**config.mk**
```make
export PLATFORM = sky130hd
export DESIGN_NAME = encoder_window_velocity_flat
export DESIGN_NICKNAME = d
export VERILOG_FILES = /design/src/hw/rtl/ewv_pkg.sv /design/src/hw/rtl/ewv_if.sv /design/src/hw/rtl/ewv_div.sv /design/src/hw/rtl/encoder_window_velocity.sv /design/src/flat_wrapper.sv
export SDC_FILE = /design/constraint.sdc
export NUM_CORES = 2
export LEC_CHECK = 0
export ABC_AREA = 1
export BUFFER_PORTS_ARGS = -buffer_cell sky130_fd_sc_hd__buf_4
export CORE_UTILIZATION = 40
export DETAILED_ROUTE_END_ITERATION = 8
export MAX_ROUTING_LAYER = met4
export PLACE_DENSITY = 0.55
export SLEW_MARGIN = 30
export SYNTH_ARGS = -nofsm -noshare
export SYNTH_HDL_FRONTEND = slang
export SYNTH_HIERARCHICAL = 1
export SYNTH_SLANG_ARGS = --single-unit
```
**constraint.sdc**
```tcl
create_clock -name i_clk -period 7.6 [get_ports i_clk]
set_input_delay 0.38 -clock i_clk [delete_from_list [all_inputs] [get_ports i_clk]]
set_output_delay 0.38 -clock i_clk [all_outputs]
set_load 0.02 [all_outputs]
```
**src/hw/rtl/ewv_pkg.sv**
```systemverilog
package ewv_pkg;

    localparam int WINDOW = 16;
    localparam int LOG_W  = $clog2(WINDOW);
    localparam int PTR_W  = (WINDOW > 1) ? $clog2(WINDOW) : 1;

    localparam int CNT_W  = 32;
    localparam int MS_W   = 16;
    localparam int VEL_W  = 48;

    // window sums are held exactly
    localparam int TICK_W = CNT_W + LOG_W;
    localparam int TIME_W = MS_W + LOG_W;

    // 256000 = 125 * 2^11: multiply by the odd part, append the zeros
    localparam int SCALE_ODD   = 125;
    localparam int SCALE_ODD_W = 7;
    localparam int SCALE_SHIFT = 11;

    localparam int MAG_W  = TICK_W;
    localparam int PROD_W = MAG_W + SCALE_ODD_W;
    localparam int NUM_W  = PROD_W + SCALE_SHIFT;

    localparam logic [NUM_W-1:0] Q_NEG_MAX = NUM_W'(1) << (VEL_W - 1);
    localparam logic [NUM_W-1:0] Q_POS_MAX = Q_NEG_MAX - NUM_W'(1);

    typedef enum logic [2:0] {
        S_IDLE,
        S_READ,
        S_MUL,
        S_START,
        S_DIV,
        S_DONE
    } t_state;

    typedef struct packed {
        logic [CNT_W-1:0] delta;
        logic [MS_W-1:0]  ms;
    } t_entry;

    typedef struct packed {
        logic in_ready;
        logic mem_we;
        logic div_start;
        logic out_load;
    } t_ctl;

endpackage

```
**src/hw/rtl/ewv_if.sv**
```systemverilog
interface ewv_smp_if;
    logic                               valid;
    logic                               ready;
    logic signed [ewv_pkg::CNT_W-1:0]   encoder_count;
    logic        [ewv_pkg::MS_W-1:0]    elapsed_ms;
    logic                               clear_position;

    modport source (output valid, encoder_count, elapsed_ms, clear_position, input ready);
    modport sink   (input valid, encoder_count, elapsed_ms, clear_position, output ready);
endinterface

interface ewv_vel_if;
    logic                               valid;
    logic                               ready;
    logic signed [ewv_pkg::VEL_W-1:0]   velocity_ticks_per_s;
    logic signed [ewv_pkg::CNT_W-1:0]   position_count;
    logic                               no_time_flag;

    modport source (output valid, velocity_ticks_per_s, position_count, no_time_flag,
                    input ready);
    modport sink   (input valid, velocity_ticks_per_s, position_count, no_time_flag,
                    output ready);
endinterface

```
**src/hw/rtl/ewv_div.sv**
```systemverilog
module ewv_div (
    input  logic                        i_clk,
    input  logic                        i_rst_n,
    input  logic                        i_start,
    input  logic [ewv_pkg::NUM_W-1:0]   i_num,
    input  logic [ewv_pkg::TIME_W-1:0]  i_den,
    output logic                        o_done,
    output logic [ewv_pkg::NUM_W-1:0]   o_quot
);
    import ewv_pkg::*;

    localparam int STEP_W = $clog2(NUM_W + 1);

    logic                r_busy;
    logic                r_done;
    logic [STEP_W-1:0]   r_cnt;
    logic [TIME_W-1:0]   r_rem;
    logic [NUM_W-1:0]    r_quo;
    logic [TIME_W-1:0]   r_den;

    logic [TIME_W:0]     rem_sh;
    logic                q_bit;
    logic [TIME_W:0]     rem_sub;

    // restoring divide, one quotient bit per cycle; numerator shifts out of r_quo
    always_comb begin
        rem_sh  = {r_rem, r_quo[NUM_W-1]};
        q_bit   = (rem_sh >= {1'b0, r_den});
        rem_sub = rem_sh - {1'b0, r_den};
    end

    always_ff @(posedge i_clk) begin
        if (!i_rst_n) begin
            r_busy <= 1'b0;
            r_done <= 1'b0;
            r_cnt  <= '0;
        end else begin
            r_done <= 1'b0;
            if (i_start) begin
                r_busy <= 1'b1;
                r_cnt  <= STEP_W'(NUM_W);
            end else if (r_busy) begin
                r_cnt <= r_cnt - STEP_W'(1);
                if (r_cnt == STEP_W'(1)) begin
                    r_busy <= 1'b0;
                    r_done <= 1'b1;
                end
            end
        end
    end

    always_ff @(posedge i_clk) begin
        if (i_start) begin
            r_rem <= '0;
            r_quo <= i_num;
            r_den <= i_den;
        end else if (r_busy) begin
            r_rem <= q_bit ? rem_sub[TIME_W-1:0] : rem_sh[TIME_W-1:0];
            r_quo <= {r_quo[NUM_W-2:0], q_bit};
        end
    end

    assign o_done = r_done;
    assign o_quot = r_quo;

`ifndef ASSERT_OFF
    a_no_restart: assert property (@(posedge i_clk) disable iff (!i_rst_n)
        r_busy |-> !i_start)
        else $error("divider restarted while busy");
    a_done_after_busy: assert property (@(posedge i_clk) disable iff (!i_rst_n)
        r_done |-> $past(r_busy) && !r_busy)
        else $error("divider done without a finished run");
    a_den_nonzero: assert property (@(posedge i_clk) disable iff (!i_rst_n)
        i_start |-> i_den != '0)
        else $error("divider started with zero divisor");
`endif

endmodule

```
**src/hw/rtl/encoder_window_velocity.sv**
```systemverilog
// Moving-window encoder velocity. Each accepted sample word (count, elapsed ms, clear)
// yields one result word: the velocity over the last WINDOW samples in ticks/s with
// 8 fraction bits (window tick sum * 1000 / window time sum, truncated toward zero,
// saturated to 48 bits), the sample's count, and a flag when the window time sum is
// zero (velocity 0). Deltas and times live in a one-port ring RAM that is read,
// updated and written back per sample; empty slots read as zero. One sample is in
// flight at a time; its velocity comes from the one-bit-per-cycle restoring divider,
// which a zero time sum skips. A finished result waits in the output register while
// the next sample is taken.
module encoder_window_velocity (
    input  logic        i_clk,
    input  logic        i_rst_n,
    ewv_smp_if.sink     i_smp,
    ewv_vel_if.source   o_vel
);
    import ewv_pkg::*;

    t_state                     r_state;
    t_state                     n_state;
    t_ctl                       ctl;

    t_entry                     mem [WINDOW];
    t_entry                     r_rd;
    logic                       r_rd_vld;
    t_entry                     old;
    logic [WINDOW-1:0]          r_vld;
    logic [PTR_W-1:0]           r_ptr;

    logic [CNT_W-1:0]           r_prev;
    logic [CNT_W-1:0]           r_delta;
    logic [CNT_W-1:0]           r_count;
    logic [MS_W-1:0]            r_ms;

    logic signed [TICK_W-1:0]   r_tick;
    logic [TIME_W-1:0]          r_time;
    logic                       r_neg;
    logic [MAG_W-1:0]           mag;
    logic [NUM_W-1:0]           r_num;

    logic                       div_done;
    logic [NUM_W-1:0]           div_quot;
    logic [NUM_W-1:0]           q_clamp;
    logic [VEL_W-1:0]           vel;

    logic                       r_out_valid;
    logic [VEL_W-1:0]           r_out_vel;
    logic [CNT_W-1:0]           r_out_pos;
    logic                       r_out_flag;

    logic                       in_acc;
    logic                       out_free;

    assign in_acc   = i_smp.valid && i_smp.ready;
    assign out_free = !r_out_valid || o_vel.ready;

    always_comb begin
        n_state = r_state;
        unique case (r_state)
            S_IDLE:  if (i_smp.valid) n_state = S_READ;
            S_READ:  n_state = S_MUL;
            S_MUL:   n_state = (r_time == '0) ? S_DONE : S_START;
            S_START: n_state = S_DIV;
            S_DIV:   if (div_done) n_state = S_DONE;
            S_DONE:  if (out_free) n_state = S_IDLE;
            default: n_state = S_IDLE;
        endcase
    end

    always_comb begin
        ctl           = '0;
        ctl.in_ready  = (r_state == S_IDLE);
        ctl.mem_we    = (r_state == S_READ);
        ctl.div_start = (r_state == S_START);
        ctl.out_load  = (r_state == S_DONE) && out_free;
    end

    assign i_smp.ready = ctl.in_ready;

    // ring RAM, read data registered
    always_ff @(posedge i_clk) begin
        if (ctl.mem_we) begin
            mem[r_ptr] <= '{delta: r_delta, ms: r_ms};
        end
        r_rd     <= mem[r_ptr];
        r_rd_vld <= r_vld[r_ptr];
    end

    assign old = r_rd_vld ? r_rd : '0;
    assign mag = r_tick[TICK_W-1] ? MAG_W'(-r_tick) : MAG_W'(r_tick);

    always_ff @(posedge i_clk) begin
        if (!i_rst_n) begin
            r_state     <= S_IDLE;
            r_ptr       <= '0;
            r_vld       <= '0;
            r_prev      <= '0;
            r_tick      <= '0;
            r_time      <= '0;
            r_out_valid <= 1'b0;
        end else begin
            r_state <= n_state;
            if (in_acc) begin
                r_prev <= i_smp.encoder_count;
            end
            if (ctl.mem_we) begin
                r_tick <= r_tick + TICK_W'($signed(r_delta)) - TICK_W'($signed(old.delta));
                r_time <= r_time + TIME_W'(r_ms) - TIME_W'(old.ms);
                r_vld[r_ptr] <= 1'b1;
                r_ptr <= (r_ptr == PTR_W'(WINDOW - 1)) ? '0 : r_ptr + PTR_W'(1);
            end
            if (ctl.out_load) begin
                r_out_valid <= 1'b1;
            end else if (o_vel.ready) begin
                r_out_valid <= 1'b0;
            end
        end
    end

    always_ff @(posedge i_clk) begin
        if (in_acc) begin
            r_delta <= i_smp.encoder_count - (i_smp.clear_position ? '0 : r_prev);
            r_count <= i_smp.encoder_count;
            r_ms    <= i_smp.elapsed_ms;
        end
        if (r_state == S_MUL) begin
            r_neg <= r_tick[TICK_W-1];
            r_num <= {PROD_W'(mag) * PROD_W'(SCALE_ODD), SCALE_SHIFT'(0)};
        end
        if (ctl.out_load) begin
            r_out_vel  <= vel;
            r_out_pos  <= r_count;
            r_out_flag <= (r_time == '0);
        end
    end

    ewv_div u_div (
        .i_clk   (i_clk),
        .i_rst_n (i_rst_n),
        .i_start (ctl.div_start),
        .i_num   (r_num),
        .i_den   (r_time),
        .o_done  (div_done),
        .o_quot  (div_quot)
    );

    // saturate magnitude, then apply sign; zero when the time sum is zero
    always_comb begin
        if (r_neg) begin
            q_clamp = (div_quot > Q_NEG_MAX) ? Q_NEG_MAX : div_quot;
            vel     = VEL_W'(NUM_W'(0) - q_clamp);
        end else begin
            q_clamp = (div_quot > Q_POS_MAX) ? Q_POS_MAX : div_quot;
            vel     = VEL_W'(q_clamp);
        end
        if (r_time == '0) begin
            vel = '0;
        end
    end

    assign o_vel.valid                = r_out_valid;
    assign o_vel.velocity_ticks_per_s = r_out_vel;
    assign o_vel.position_count       = r_out_pos;
    assign o_vel.no_time_flag         = r_out_flag;

`ifndef ASSERT_OFF
    a_accept_reads: assert property (@(posedge i_clk) disable iff (!i_rst_n)
        in_acc |=> r_state == S_READ && !i_smp.ready)
        else $error("accepted word did not start a ring read");
    a_no_time_zero: assert property (@(posedge i_clk) disable iff (!i_rst_n)
        o_vel.valid && o_vel.no_time_flag |-> o_vel.velocity_ticks_per_s == '0)
        else $error("nonzero velocity with zero time sum");
    a_div_time: assert property (@(posedge i_clk) disable iff (!i_rst_n)
        ctl.div_start |-> r_time != '0)
        else $error("divide started on empty time sum");
    a_ring_write_advance: assert property (@(posedge i_clk) disable iff (!i_rst_n)
        ctl.mem_we |=> r_vld[$past(r_ptr)])
        else $error("ring slot not marked after write");
`endif

endmodule

```
**src/flat_wrapper.sv**
```systemverilog
// flat-port wrapper written by rule: the top's interface ports become plain ports
module encoder_window_velocity_flat import ewv_pkg::*;
  (i_clk, i_rst_n, i_smp_valid, i_smp_encoder_count, i_smp_elapsed_ms, i_smp_clear_position, i_smp_ready, o_vel_valid, o_vel_velocity_ticks_per_s, o_vel_position_count, o_vel_no_time_flag, o_vel_ready);
  ewv_smp_if i_smp_i ();
  ewv_vel_if o_vel_i ();
  input  logic i_clk;
  input  logic i_rst_n;
  input wire logic [$bits(i_smp_i.valid)-1:0] i_smp_valid;
  input wire logic [$bits(i_smp_i.encoder_count)-1:0] i_smp_encoder_count;
  input wire logic [$bits(i_smp_i.elapsed_ms)-1:0] i_smp_elapsed_ms;
  input wire logic [$bits(i_smp_i.clear_position)-1:0] i_smp_clear_position;
  output wire logic [$bits(i_smp_i.ready)-1:0] i_smp_ready;
  output wire logic [$bits(o_vel_i.valid)-1:0] o_vel_valid;
  output wire logic [$bits(o_vel_i.velocity_ticks_per_s)-1:0] o_vel_velocity_ticks_per_s;
  output wire logic [$bits(o_vel_i.position_count)-1:0] o_vel_position_count;
  output wire logic [$bits(o_vel_i.no_time_flag)-1:0] o_vel_no_time_flag;
  input wire logic [$bits(o_vel_i.ready)-1:0] o_vel_ready;
  assign i_smp_i.valid = i_smp_valid;
  assign i_smp_i.encoder_count = i_smp_encoder_count;
  assign i_smp_i.elapsed_ms = i_smp_elapsed_ms;
  assign i_smp_i.clear_position = i_smp_clear_position;
  assign i_smp_ready = i_smp_i.ready;
  assign o_vel_valid = o_vel_i.valid;
  assign o_vel_velocity_ticks_per_s = o_vel_i.velocity_ticks_per_s;
  assign o_vel_position_count = o_vel_i.position_count;
  assign o_vel_no_time_flag = o_vel_i.no_time_flag;
  assign o_vel_i.ready = o_vel_ready;
  encoder_window_velocity u_core (.i_clk(i_clk), .i_rst_n(i_rst_n), .i_smp(i_smp_i), .o_vel(o_vel_i));
endmodule
```
==> flow_metrics.tcl <==
set metrics [dict create \
    rsz0062_at_grt "false" \
    start_util_pct 40.3 \
    synth_edf_count 1047 \
    final.setup_skew_ns 0.0506 \
    std_cell_rows 145 \
    maxCapViolCount 0 \
    ff2ff_path_depth 29 \
    cts.clk_slew.worst_paths_ns 0.06 \
    gp_congestion 0.911 \
    worstSetupEndpointType "flop" \
    coreArea_sq_mm 0.156 \
    hold_violations 0 \
    drt_iter0_markers 3324 \
    hp-start "i_rst_n" \
    drc 0 \
    dr.pass1.iters 5 \
    worstMarginPinSlew_ns 1.06 \
    syn-cell-area_sq_mm 0.0628 \
    slowest_delay_ns 0.56 \
    crit_slowest_cell "fa_1" \
    ys_seq_elements 1236 \
    min_period_ns 6.56 \
    grtUsageTotal_pct 22.0 \
    cts.sinks 1236 \
    root_buffer "clkbuf_16" \
    finalSetupTns_ns 0 \
    die-width_um 398 \
    crit_top_cell "inv_1" \
    slew_headroom_pct 29.1 \
    fmax_mhz 152 \
    antenna_found_initial 3 \
    drive_gt1_share_pct 8.08 \
    cp.required_ns 8.12 \
    cts_tree "built" \
    port_buffers 135 \
    totalWireLength_um 169000 \
    die_area_sq_mm 0.159 \
    critical_path.max_fanout 6 \
    vias_per_cell 5.17 \
    synth_top_area_cell "edfxtp_1" \
    dr_total_vias 44300 \
    clockBufferDepth 3 \
    ys_seq_area_share_pct 56.1 \
    syn2layout_area_growth_pct 13.7 \
    crit_type "reg2reg" \
    overflow 0 \
    nets 6814 \
    period_share_pct 86.3 \
    reg2reg_to "u_core/r_num[51]" \
    grt_pass1_vias 43600 \
    synth_top_area_share_pct 50.1 \
    grt_pass1_wl_um 260000 \
    startpoint "u_core/r_tick[0]" \
    cts_buffers 141 \
    endpoint "u_core/r_num[51]" \
    hp-class "in2reg" \
    io-pin-count 136 \
    drtAntennaViolNets 0 \
    hpwlAfterDp_um 106000 \
    synth_cell_types 64 \
    synth_ff_type "edfxtp_1" \
    synthesis.instances 6243 \
    cp.arrival_ns 7.08 \
    drv_slew 0 \
    worstReg2RegStart "u_core/r_tick[0]" \
    htreeDepth 4 \
    grt_max_degree 163 \
    r2r_setup_slack_ns 1.04 \
    async_reset_ff_share_pct 0 \
    ys_top_cells_by_area "edfxtp_1 50%, nand2_1 6.2%, dfxtp_1 6.0%" \
    die_y_um 398 \
    avgSynthCellArea_sq_um 10.1 \
    setup_viol 0 \
    insertion_delay_ns 0.78 \
    start_kind "flop" \
    yosysWarningCount 6 \
    run_status "finished, final reports clean" \
    wl_per_cell_um 19.7 \
]
cells by family (layout without fill, tap and decap cells):
family	Yosys count	count (layout)	synth area share (%)
buffers and inverters	1023	1279	6.26
flip-flops	1236	1236	56.1
AO/OA/AOI/OAI	1266	1266	11.3
adder cells (fa/ha/maj)	369	369	9.37
AND/OR/NAND/NOR	2161	2161	14.2
XOR/XNOR	187	187	2.76
other	1	13	0.00597
timing repair:
action,4_1_cts,5_1_grt
buffers inserted,0,0
hold buffers,49,0
resized for setup,0,0
endpoints found under the hold margin,81,0
flip-flops by register name (all words and copies together) (netlist names), 32 cells and up:
signal                             flops
u_core/o_vel.position_count           32
u_core/r_count                        32
u_core/r_tick                         36
u_core/r_rd                           48
u_core/mem                           768
u_core/r_num                          43
u_core/o_vel.velocity_ticks_per_s     48
u_core/u_div/o_quot                   54
u_core/r_prev                         32
u_core/r_delta                        32
how the worst min path moves through the flow:
stage | cells past startpoint | end | slack (ns)
after floorplan | 0 | u_core/o_vel.position_count[0] | 0.40
after global placement | 0 | u_core/o_vel.position_count[4] | 0.40
after detailed placement | 0 | u_core/o_vel.position_count[22] | 0.40
after CTS | 3 | u_core/r_tick[30] | 0.04
after global routing | 3 | u_core/r_tick[29] | 0.07
final | 3 | u_core/r_tick[30] | 0.1
cell type report:
class / count / area [sq um]
Inverter: 781 / 2940
Fill cell: 14700 / 84600
Multi-Input combinational cell: 3994 / 23900
Clock buffer: 203 / 3900
Clock inverter: 57 / 900
Antenna cell: 2 / 5.00
Sequential cell: 1236 / 35200
Tap cell: 2058 / 2570
Timing Repair Buffer: 238 / 1980
routing by layer:
metal  routed length, um  share of wire, %  up-vias  GRT usage (%)
met5                   0                 0        -              -
met4                4200               2.5        0           6.34
met3                7410               4.4      249           2.48
met2               80900                48     1057           36.1
met1               76400                45    21500           28.7
li1                    -                 -    21500              -
critical path: cells and delay by family, from the launching register on:
| kind | cells | cell delay [ns] |
|---|---|---|
| fa+ha+maj | 6 | 2.70 |
| buf+inv | 7 | 0.65 |
| flops | 1 | 0.38 |
| xor+xnor | 2 | 0.33 |
| compound gates | 1 | 0.10 |
| simple gates | 13 | 2.14 |
synth_stat cells, drive strengths merged (7+ instances only):
library cell,number
nand3,156
nor4,13
a21oi,276
o221ai,10
edfxtp,1047
fa,169
ha,200
nor3,35
o31ai,11
o21ai,639
a31oi,25
nor2,789
o211ai,14
nand2,1062
xor2,128
nand4,89
inv,775
clkbuf,203
o21a,11
o41ai,26
o22ai,196
o21bai,15
a21boi,12
buf,39
a21o,15
dfxtp,189
nand3b,10
or2,7
xnor2,59
metrics by stage:
stage / setup slack (ns) / hold WS (ns) / area, sq um / std cells / utilization [%]
floorplan: 1.82 / 0.400 / 62800 / 6253 / -
global placement: 1.05 / 0.400 / 66000 / 8255 / 42.3
detailed placement: 0.992 / 0.405 / 66000 / 8256 / 42.3
CTS: 0.945 / 0.0414 / 71300 / 8565 / 45.7
global route: 0.428 / 0.0677 / 71400 / 8567 / 45.8
finish: 1.04 / 0.0981 / 71400 / 8569 / 45.8
layout by cell type (no fill, tap or decap), types with 48 or more instances in the layout:
cell type | synthesis | final
a21oi_1 | 273 | 273
buf_4 | 6 | 182
clkbuf_1 | 202 | 48
clkbuf_16 | 0 | 141
dfxtp_1 | 189 | 186
dlygate4sd3_1 | 0 | 49
edfxtp_1 | 1047 | 1047
fa_1 | 169 | 169
ha_1 | 200 | 200
inv_1 | 758 | 754
nand2_1 | 1040 | 1040
nand3_1 | 141 | 141
nand4_1 | 89 | 89
nor2_1 | 773 | 750
o21ai_0 | 611 | 611
o22ai_1 | 196 | 196
xnor2_1 | 59 | 59
xor2_1 | 118 | 118
Power is not shown: default switching activity piles up to over one toggle a cycle in this logic, so the estimate is an artifact.
